==> config.mk <==
export PLATFORM = sky130hd
export DESIGN_NAME = eight_bit_cpu_alu_with_flags
export DESIGN_NICKNAME = d
export VERILOG_FILES = /design/src/rtl/eb_alu_pkg.sv /design/src/rtl/eight_bit_cpu_alu_with_flags.sv /design/src/rtl/eb_alu_core.sv
export SDC_FILE = /design/constraint.sdc
export NUM_CORES = 1
export LEC_CHECK = 0
export BUFFER_PORTS_ARGS = -buffer_cell sky130_fd_sc_hd__buf_4
export CAP_MARGIN = 20
export CORE_MARGIN = 2
export CORE_UTILIZATION = 43
export CTS_BUF_LIST = sky130_fd_sc_hd__clkbuf_4 sky130_fd_sc_hd__clkbuf_8
export DETAILED_ROUTE_END_ITERATION = 10
export GPL_TIMING_DRIVEN = 0
export PLACE_DENSITY = 0.65
export SYNTH_ARGS = -nofsm -noshare
export SYNTH_HDL_FRONTEND = slang
export SYNTH_SLANG_ARGS = --single-unit
==> constraint.sdc <==
create_clock -name aclk -period 12 [get_ports aclk]
set_clock_uncertainty 0.05 [all_clocks]
set_input_delay 0.6 -clock aclk [delete_from_list [all_inputs] [get_ports aclk]]
set_output_delay 0.6 -clock aclk [all_outputs]
set_load 0.01 [all_outputs]
==> src/rtl/eb_alu_pkg.sv <==
// ----------------------------------------------------------------------------
// eb_alu_pkg
// Operation codes, flag bit positions and field types for the 8-bit cpu alu
// ----------------------------------------------------------------------------
package eb_alu_pkg;

    typedef logic [3:0]  action_t;
    typedef logic [15:0] word_t;
    typedef logic [7:0]  flags_t;

    localparam action_t ACT_ADD8  = 4'd0;
    localparam action_t ACT_ADC8  = 4'd1;
    localparam action_t ACT_SUB8  = 4'd2;
    localparam action_t ACT_SBC8  = 4'd3;
    localparam action_t ACT_CP8   = 4'd4;
    localparam action_t ACT_INC8  = 4'd5;
    localparam action_t ACT_DEC8  = 4'd6;
    localparam action_t ACT_ADD16 = 4'd7;
    localparam action_t ACT_ADC16 = 4'd8;
    localparam action_t ACT_SBC16 = 4'd9;
    localparam action_t ACT_INC16 = 4'd10;
    localparam action_t ACT_DEC16 = 4'd11;

    // flag byte layout: S Z Y H X PV N C
    localparam int FLAG_C_BIT  = 0;
    localparam int FLAG_N_BIT  = 1;
    localparam int FLAG_PV_BIT = 2;
    localparam int FLAG_X_BIT  = 3;
    localparam int FLAG_H_BIT  = 4;
    localparam int FLAG_Y_BIT  = 5;
    localparam int FLAG_Z_BIT  = 6;
    localparam int FLAG_S_BIT  = 7;

endpackage

==> src/rtl/eight_bit_cpu_alu_with_flags.sv <==
// ----------------------------------------------------------------------------
// eight_bit_cpu_alu_with_flags
// Z80-style 8/16-bit arithmetic unit with flag update, valid/ready streaming
// ----------------------------------------------------------------------------
// Usage:
//   the s_ channel takes one item per cycle while s_ready is high: operation
//   code, two operands and the current flag byte. the m_ channel returns the
//   result word and the new flag byte, one result item per input item, in order.
//   path: an accepted item is captured in the input register, then goes
//   through the alu logic into the result register and shows on m_.
//   throughput: one item per cycle, set by the two-stage register pipeline;
//   both stages move together whenever m_ready is high.
//   stalls: when m_ready is low the result register holds, the input
//   register fills, and s_ready falls once both stages hold an item; no
//   item is dropped.
//   reset: aresetn low at a rising edge empties both stages; s_ready is
//   high and m_valid low right after reset.
// ----------------------------------------------------------------------------
module eight_bit_cpu_alu_with_flags (
    input  logic                aclk,
    input  logic                aresetn,
    input  logic                s_valid,
    output logic                s_ready,
    input  eb_alu_pkg::action_t s_action,
    input  eb_alu_pkg::word_t   s_first,
    input  eb_alu_pkg::word_t   s_second,
    input  eb_alu_pkg::flags_t  s_flags_in,
    output logic                m_valid,
    input  logic                m_ready,
    output eb_alu_pkg::word_t   m_result,
    output eb_alu_pkg::flags_t  m_flags_out
);
    import eb_alu_pkg::*;

    logic    in_valid_reg;
    action_t action_reg;
    word_t   first_reg;
    word_t   second_reg;
    flags_t  flags_reg;

    logic    out_valid_reg;
    word_t   result_reg;
    flags_t  flags_out_reg;

    word_t   result_next;
    flags_t  flags_out_next;
    logic    out_ready;
    logic    advance;

    assign out_ready = !out_valid_reg || m_ready;
    assign advance   = in_valid_reg && out_ready;
    assign s_ready   = !in_valid_reg || out_ready;

    eb_alu_core u_core (
        .action    (action_reg),
        .first     (first_reg),
        .second    (second_reg),
        .flags_in  (flags_reg),
        .result    (result_next),
        .flags_out (flags_out_next)
    );

    // input stage
    always_ff @(posedge aclk) begin
        if (!aresetn) begin
            in_valid_reg <= 1'b0;
        end else if (s_ready) begin
            in_valid_reg <= s_valid;
        end
    end

    always_ff @(posedge aclk) begin
        if (s_valid && s_ready) begin
            action_reg <= s_action;
            first_reg  <= s_first;
            second_reg <= s_second;
            flags_reg  <= s_flags_in;
        end
    end

    // result stage
    always_ff @(posedge aclk) begin
        if (!aresetn) begin
            out_valid_reg <= 1'b0;
        end else if (out_ready) begin
            out_valid_reg <= in_valid_reg;
        end
    end

    always_ff @(posedge aclk) begin
        if (advance) begin
            result_reg    <= result_next;
            flags_out_reg <= flags_out_next;
        end
    end

    assign m_valid     = out_valid_reg;
    assign m_result    = result_reg;
    assign m_flags_out = flags_out_reg;

`ifndef SYNTHESIS
    a_accept_fills_input: assert property (@(posedge aclk) disable iff (!aresetn)
        (s_valid && s_ready) |=> in_valid_reg)
        else $error("accepted item not held in input stage");

    a_advance_fills_output: assert property (@(posedge aclk) disable iff (!aresetn)
        advance |=> out_valid_reg)
        else $error("item lost between stages");

    a_inc16_dec16_keep_flags: assert property (@(posedge aclk) disable iff (!aresetn)
        (advance && (action_reg == ACT_INC16 || action_reg == ACT_DEC16))
        |=> (m_flags_out == $past(flags_reg)))
        else $error("16-bit inc/dec changed flags");

    a_cp8_keeps_operand: assert property (@(posedge aclk) disable iff (!aresetn)
        (advance && action_reg == ACT_CP8) |=> (m_result == $past(first_reg)))
        else $error("compare altered the result");
`endif

endmodule

==> src/rtl/eb_alu_core.sv <==
// ----------------------------------------------------------------------------
// eb_alu_core
// Combinational 8/16-bit add and subtract with Z80 flag generation
// ----------------------------------------------------------------------------
module eb_alu_core (
    input  eb_alu_pkg::action_t action,
    input  eb_alu_pkg::word_t   first,
    input  eb_alu_pkg::word_t   second,
    input  eb_alu_pkg::flags_t  flags_in,
    output eb_alu_pkg::word_t   result,
    output eb_alu_pkg::flags_t  flags_out
);
    import eb_alu_pkg::*;

    logic       sub8;
    logic       cin8;
    logic [7:0] a8;
    logic [7:0] b8;
    logic [8:0] t8;
    logic [7:0] r8;
    logic       v8;
    flags_t     f8;

    logic        sub16;
    logic        cin16;
    logic [16:0] t16;
    logic [15:0] r16;
    logic        v16;
    flags_t      f16;

    logic carry;

    assign carry = flags_in[FLAG_C_BIT];

    // 8-bit datapath
    assign a8   = first[7:0];
    assign b8   = (action == ACT_INC8 || action == ACT_DEC8) ? 8'd1 : second[7:0];
    assign sub8 = (action == ACT_SUB8 || action == ACT_SBC8 || action == ACT_CP8 ||
                   action == ACT_DEC8);
    assign cin8 = (action == ACT_ADC8 || action == ACT_SBC8) ? carry : 1'b0;
    assign t8   = sub8 ? ({1'b0, a8} - {1'b0, b8} - {8'd0, cin8})
                       : ({1'b0, a8} + {1'b0, b8} + {8'd0, cin8});
    assign r8   = t8[7:0];
    assign v8   = sub8 ? ((a8[7] ^ b8[7]) & (a8[7] ^ r8[7]))
                       : (~(a8[7] ^ b8[7]) & (a8[7] ^ r8[7]));
    assign f8   = {r8[7], (r8 == 8'd0), r8[5], a8[4] ^ b8[4] ^ r8[4], r8[3],
                   v8, sub8, t8[8]};

    // 16-bit datapath
    assign sub16 = (action == ACT_SBC16);
    assign cin16 = (action == ACT_ADC16 || action == ACT_SBC16) ? carry : 1'b0;
    assign t16   = sub16 ? ({1'b0, first} - {1'b0, second} - {16'd0, cin16})
                         : ({1'b0, first} + {1'b0, second} + {16'd0, cin16});
    assign r16   = t16[15:0];
    assign v16   = sub16 ? ((first[15] ^ second[15]) & (first[15] ^ r16[15]))
                         : (~(first[15] ^ second[15]) & (first[15] ^ r16[15]));
    assign f16   = {r16[15], (r16 == 16'd0), r16[13], first[12] ^ second[12] ^ r16[12],
                    r16[11], v16, sub16, t16[16]};

    always_comb begin
        result    = first;
        flags_out = flags_in;
        unique case (action) inside
            ACT_ADD8, ACT_ADC8, ACT_SUB8, ACT_SBC8: begin
                result    = {8'd0, r8};
                flags_out = f8;
            end
            ACT_CP8: begin
                result    = first;
                flags_out = f8;
                flags_out[FLAG_Y_BIT] = b8[5];
                flags_out[FLAG_X_BIT] = b8[3];
            end
            ACT_INC8, ACT_DEC8: begin
                result    = {8'd0, r8};
                flags_out = f8;
                flags_out[FLAG_C_BIT] = carry;
            end
            ACT_ADD16: begin
                result    = r16;
                flags_out = {flags_in[FLAG_S_BIT], flags_in[FLAG_Z_BIT], r16[13],
                             f16[FLAG_H_BIT], r16[11], flags_in[FLAG_PV_BIT], 1'b0,
                             f16[FLAG_C_BIT]};
            end
            ACT_ADC16, ACT_SBC16: begin
                result    = r16;
                flags_out = f16;
            end
            ACT_INC16: begin
                result = first + 16'd1;
            end
            ACT_DEC16: begin
                result = first - 16'd1;
            end
            default: begin
                result    = first;
                flags_out = flags_in;
            end
        endcase
    end

endmodule
== Word-level counts from Yosys, hierarchy flattened ==
Index checks and enable logic that the tools add are counted.
Word-level totals
  bits in registers: 70
  output and inout port bits: 26
  input port bits: 48
  word-level logic and storage cells: 72
Cells by class
  equality and inequality tests: 11
  add/sub/neg operators: 10
  mux-type cells: 9
  reductions and logical operators: 20
  bitwise operators: 14
Operator list (count)
  16-bit case mux with 4 select lines: 1
  8-bit case mux with 5 select lines: 1
  16-bit by 16-bit adder with 17-bit output: 1
  17-bit by 1-bit adder with 17-bit output: 1
  17-bit two-way mux: 1
  16-bit by 16-bit subtractor with 17-bit output: 1
  17-bit by 1-bit subtractor with 17-bit output: 1
  16-bit by 1-bit adder with 16-bit output (second input constant): 1
  4-bit by 3-bit equality test with 1-bit output (second input constant): 4
  4-bit equality test (second input constant): 4
  16-bit zero test: 1
  16-bit by 1-bit subtractor with 16-bit output (second input constant): 1
  8-bit by 8-bit adder with 9-bit output: 1
  9-bit by 1-bit adder with 9-bit output: 1
  9-bit two-way mux: 1
  8-bit by 8-bit subtractor with 9-bit output: 1
  9-bit by 1-bit subtractor with 9-bit output: 1
  4-bit by 2-bit equality test with 1-bit output (second input constant): 2
  8-bit zero test: 1
  1-bit logical OR: 8
  8-bit two-way mux: 1
  1-bit XOR: 8
  6-bit OR reduction: 1
  1-bit bitwise AND: 4
  other kinds (9): 16

== Logic depth before layout (Yosys ltp) ==
  depth after elaboration: 10
  gate-level depth with buffers: 18
  depth with buffers taken out: 16

== By module ==
Synthesis repeated with hierarchy kept, for this count alone.
Second synthesis, totals
  cell total of the unflattened synthesis: 666
  area, all modules: 6338.6 um^2
Modules (own cells, without submodules)
  eb_alu_core: cells an instance 589, times used 1, sequential area each 0.0 um^2, area an instance 4192.8 um^2
  eight_bit_cpu_alu_with_flags: cells an instance 77, times used 1, sequential area each 2082.0 um^2, area an instance 2145.8 um^2

== Worst setup path after synthesis ==
OpenSTA, ideal clock, no wires.
  kind: register to register
  start: register action_reg[2]
  end: register flags_out_reg[4], in the netlist m_flags_out[4], data pin
  required time: 11.665 ns
  stages on the path, launching flop included: 16
  slack: 7.940 ns
  setup time: 0.285 ns
  data arrival time: 3.725 ns
  clock period less this slack: 4.060 ns
  path buffers: 2
  cells stage by stage: edfxtp_1 > clkbuf_1 > nor3_1 > clkbuf_1 > nand2_1 > fa_1 > fa_1 > nand2b_1 > a2111oi_0 > nor2_1 > a211o_1 > a31oi_1 > xor2_1 > o21ai_0 > xnor2_1 > o221ai_1
On the way
  cells in the longest elaborated chain, start to end: 8
  elaborated cells on any way between the ends: 34
  those cells by class: add/sub (6); eq/ne (9); mux (6); bitwise (3); reduce/logical (10)
Ends and longest elaborated chain
  start, declared: line eight_bit_cpu_alu_with_flags.sv:36  | action_t action_reg;
  start signal, assigned: line eight_bit_cpu_alu_with_flags.sv:74  | action_reg <= s_action;
  4-bit by 3-bit equality test with 1-bit output (on tied branches): line eb_alu_core.sv:37, eb_alu_core.sv:39
  1-bit logical OR: line eb_alu_core.sv:37  | assign b8 = (action == ACT_INC8 || action == ACT_DEC8) ? 8'd1 : second[7:0];
  8-bit two-way mux: line eb_alu_core.sv:37
  8-bit by 8-bit adder with 9-bit output / 8-bit by 8-bit subtractor with 9-bit output (equally long branches): line eb_alu_core.sv:42, eb_alu_core.sv:41
  9-bit by 1-bit adder with 9-bit output / 9-bit by 1-bit subtractor with 9-bit output (equally long branches): line eb_alu_core.sv:42, eb_alu_core.sv:41
  9-bit two-way mux: line eb_alu_core.sv:41  | assign t8 = sub8 ? ({1'b0, a8} - {1'b0, b8} - {8'd0, cin8})
  1-bit XOR: line eb_alu_core.sv:46  | assign f8 = {r8[7], (r8 == 8'd0), r8[5], a8[4] ^ b8[4] ^ r8[4], r8[3],
  8-bit case mux with 5 select lines (*): line eb_alu_core.sv:63  | unique case (action) inside
  named net flags_out_next[4]: line eight_bit_cpu_alu_with_flags.sv:46  | flags_t flags_out_next;
  end signal, assigned: line eight_bit_cpu_alu_with_flags.sv:93  | flags_out_reg <= flags_out_next;
  end, declared: line eight_bit_cpu_alu_with_flags.sv:43  | flags_t flags_out_reg;
The timed path passes the listed nets; every way through them passes the cells marked *.
A chain may end at the register's enable or synchronous reset.

== Worst setup path in the final report ==
  start: register action_reg[0]
  end: register flags_out_reg[6], in the netlist m_flags_out[6], data pin
On the way
  cells in the longest elaborated chain, start to end: 8
  elaborated cells on any way between the ends: 33
  those cells by class: add/sub (6); eq/ne (9); mux (6); reduce/logical (12)
Ends and longest elaborated chain (line)
  4-bit by 3-bit equality test with 1-bit output (on tied branches): eb_alu_core.sv:37, eb_alu_core.sv:39
  1-bit logical OR: eb_alu_core.sv:37
  8-bit two-way mux: eb_alu_core.sv:37
  8-bit by 8-bit adder with 9-bit output / 8-bit by 8-bit subtractor with 9-bit output (equally long branches): eb_alu_core.sv:42, eb_alu_core.sv:41
  9-bit by 1-bit adder with 9-bit output / 9-bit by 1-bit subtractor with 9-bit output (equally long branches): eb_alu_core.sv:42, eb_alu_core.sv:41
  9-bit two-way mux: eb_alu_core.sv:41
  8-bit zero test: eb_alu_core.sv:46
  8-bit case mux with 5 select lines (*): eb_alu_core.sv:63
  named net flags_out_next[6]: eight_bit_cpu_alu_with_flags.sv:46
Marks and branches as above.

==> flow_summary.ini <==
[status]
status = complete, no violations

[timing]
fin_crit_ns = 5.27
setup_tns_ns = 0
period_share_pct = 43.9
max_freq_mhz = 190
drv_slew = 0
timing.slew.headroom_pct = 31.4
hold_viol = 0
tightestPinTransition_ns = 1.03
setup_viol = 0
rsz0062_at_grt = no

[global_routing]
grt_usage_pct = 21.9
grt_max_degree = 25
grt_pass1_vias = 5281
grt_pass1_wl_um = 27000
grt_overflow = 0
antenna_found_initial = 0

[clock_network]
h-tree-depth = 3
ctsHoldBuffers = 0
clk_pin_slew_ns = 0.08
clock-sinks = 70
cts_tree = built
cts_resized = 0
cts-buffers-inserted = 9
insertion_delay_ns = 0.37
postCtsSetupBuffers = 0
max-clock-path-buffers = 2
root_buffer = clkbuf_8

[die]
dieArea_mm2 = 0.0157
die_x_um = 125
ios = 74
die_h_um = 125
coreArea_mm2 = 0.0144
num_rows = 44
initial_core_util_pct = 43.8

[logic_synthesis]
synthFlopType = edfxtp_1
synth_fa_ha_area_share_pct = 18.7
synth_top_family_by_area = compound AO/OA/AOI/OAI gates
yosys_register_bits = 70
synth_cells = 674
synth_xor_area_share_pct = 7.20
synth_compound_area_share_pct = 20.8
syn-cell-area_mm2 = 0.00632
seq_area_frac_synth_pct = 32.9
synth.area.top_cells = edfxtp_1, ha_1, xnor2_1
synth-edff-count = 68
synth_commonest_cells = ha_1, inv_1, edfxtp_1
synth.top_cell.area_share_pct = 32.3
syn_nets = 811
yosys_warnings = 0
synth.largest_area_cell = edfxtp_1
yosys-mux-area-fraction_pct = 2.22
synthArstFlopShare_pct = 0
synth_cell_types = 67
syn_avg_cell_area_um2 = 9.38
synth-simple-area-share_pct = 12.8
yosysMostFrequentCell = ha_1

[route]
drtIter0Drc = 496
wl_um = 16800
wire_per_inst_um = 17.7
drc = 0
vias_per_cell = 5.59
via_count = 5314
ant_nets = 0
first_pass_iters = 5

[finish]
drive_above_1_share_pct = 14.4
utilization_pct = 50.9
area_growth_pct = 16.2
layout.nets = 899
diodes = 0

[worst_setup_path]
worstPathArrival_ns = 5.32
r2r-start = action_reg[0]$_DFFE_PP_
path_max_fanout = 10
crit_required_ns = 12.05
crit_path_cell_trace = clkbuf_1, clkbuf_1, buf_1, nor2b_1, nand3_1, inv_1, fa_1, inv_1, ha_1, nor2b_1, a21boi_0, o21a_1, o21a_1, o311ai_0, nor2_1, a21oi_1, o41a_1, o41ai_2
slowest_stage = o311ai_0
setup.worst_path.class = flop to flop
cpPeakStageDelay_ns = 0.79
critical_path.endpoint_type = flop
startpoint_type = flop
crit_start = action_reg[0]$_DFFE_PP_

[place]
gp_congestion = 0.917
port_buffers = 73
hpwl_um = 13500

[power_and_ir_drop]
leakage_nw = 3.18
peakVddDrop_mv = 0.0565
p_per_area_mw_per_mm2 = 107

[worst_hold_path]
min_path_type = input pin to flop
worstHoldStart = s_first[0]

[flow_run]
drv_cap = 0
==> area by class of cell <==
type                            count  area [um2]
Fill cell                        1398        7080
Multi-Input combinational cell    514        3910
Sequential cell                    70        2080
Timing Repair Buffer               77         606
Inverter                           75         282
Tap cell                          184         230
Clock buffer                       10         131
Buffer                             15        58.8
Clock inverter                      5        51.3
==> through the flow <==
stage | instances | area [um2] | hold WS (ns) | setup WS (ns) | power [mW]
after global placement | 931 | 7100 | 0.434 | 6.87 | 0.588
after detailed placement | 934 | 7160 | 0.454 | 6.81 | 0.595
final | 950 | 7350 | 0.349 | 6.73 | 0.784
after CTS | 949 | 7340 | 0.332 | 6.82 | 0.785
after global routing | 950 | 7350 | 0.331 | 6.40 | 0.831
after floorplan | 674 | 6320 | 0.427 | 7.94 | 0.510
==> metal layers <==
layer  global-route usage [%]  up-vias  routed length [um]
li1                         -     2615                   -
met1                     30.3     2525                8150
met2                     34.3      152                7590
met3                     4.36       22                 785
met4                     7.78        0                 300
met5                        0        -                   0
==> cell usage in the layout (no fill, tap or decap), types with 3 or more instances in the layout <==
cell | netlist | routed
o221ai_1 | 3 | 3
a22oi_1 | 5 | 5
nand3_1 | 10 | 10
mux2i_1 | 14 | 14
clkbuf_8 | 0 | 9
nor2_1 | 54 | 54
clkbuf_1 | 11 | 11
nand4_1 | 5 | 5
o21ai_0 | 30 | 30
nand2b_1 | 11 | 11
a21o_1 | 14 | 14
inv_1 | 74 | 74
nor4_1 | 3 | 3
o31ai_1 | 4 | 4
a21oi_1 | 56 | 56
edfxtp_1 | 68 | 68
nand3b_1 | 3 | 3
nor3_1 | 10 | 10
a31oi_1 | 10 | 10
fa_1 | 9 | 9
o211ai_1 | 7 | 7
and2_1 | 10 | 9
a21boi_0 | 3 | 3
or2_2 | 3 | 3
a211oi_1 | 5 | 5
o21a_1 | 7 | 7
nand2_1 | 37 | 37
xnor2_1 | 36 | 36
xor2_1 | 16 | 16
buf_4 | 0 | 75
a221oi_1 | 6 | 6
nor2b_1 | 11 | 10
ha_1 | 80 | 80
o21bai_1 | 11 | 11
o2111ai_1 | 4 | 4
==> power by group <==
group,switching [mW],total [mW],internal [mW]
registers,0.0119,0.301,0.289
clock network,0.0911,0.187,0.0956
logic,0.171,0.296,0.126
total,0.274,0.784,0.510
==> critical path: cells and delay by family (launching register included) <==
family	cells	cell delay, ns
buf+inv	5	1.49
fa+ha+maj	2	0.34
flops	1	0.33
simple gates	4	0.74
compound gates	7	2.04
==> cell families (layout without fill, tap and decap cells) <==
logic type / count (synthesis) / in the layout
AND/OR/NAND/NOR: 166 / 166
multiplexers: 14 / 14
XOR/XNOR: 52 / 52
flip-flops: 70 / 70
adder cells (fa/ha/maj): 89 / 89
AO/OA/AOI/OAI: 193 / 193
buffers and inverters: 90 / 182
==> worst paths after layout <==
kind | end | slack (ns) | cells past startpoint
hold / removal | first_reg[0]$_DFFE_PP_ | 0.35 | 1
setup reg to reg | m_flags_out[6]$_DFFE_PP_ | 6.73 | 18
hold reg to reg | m_valid$_SDFFE_PN0P_ | 0.48 | 1
setup / recovery | m_flags_out[6]$_DFFE_PP_ | 6.73 | 18
(Power assumes the default switching activity.)
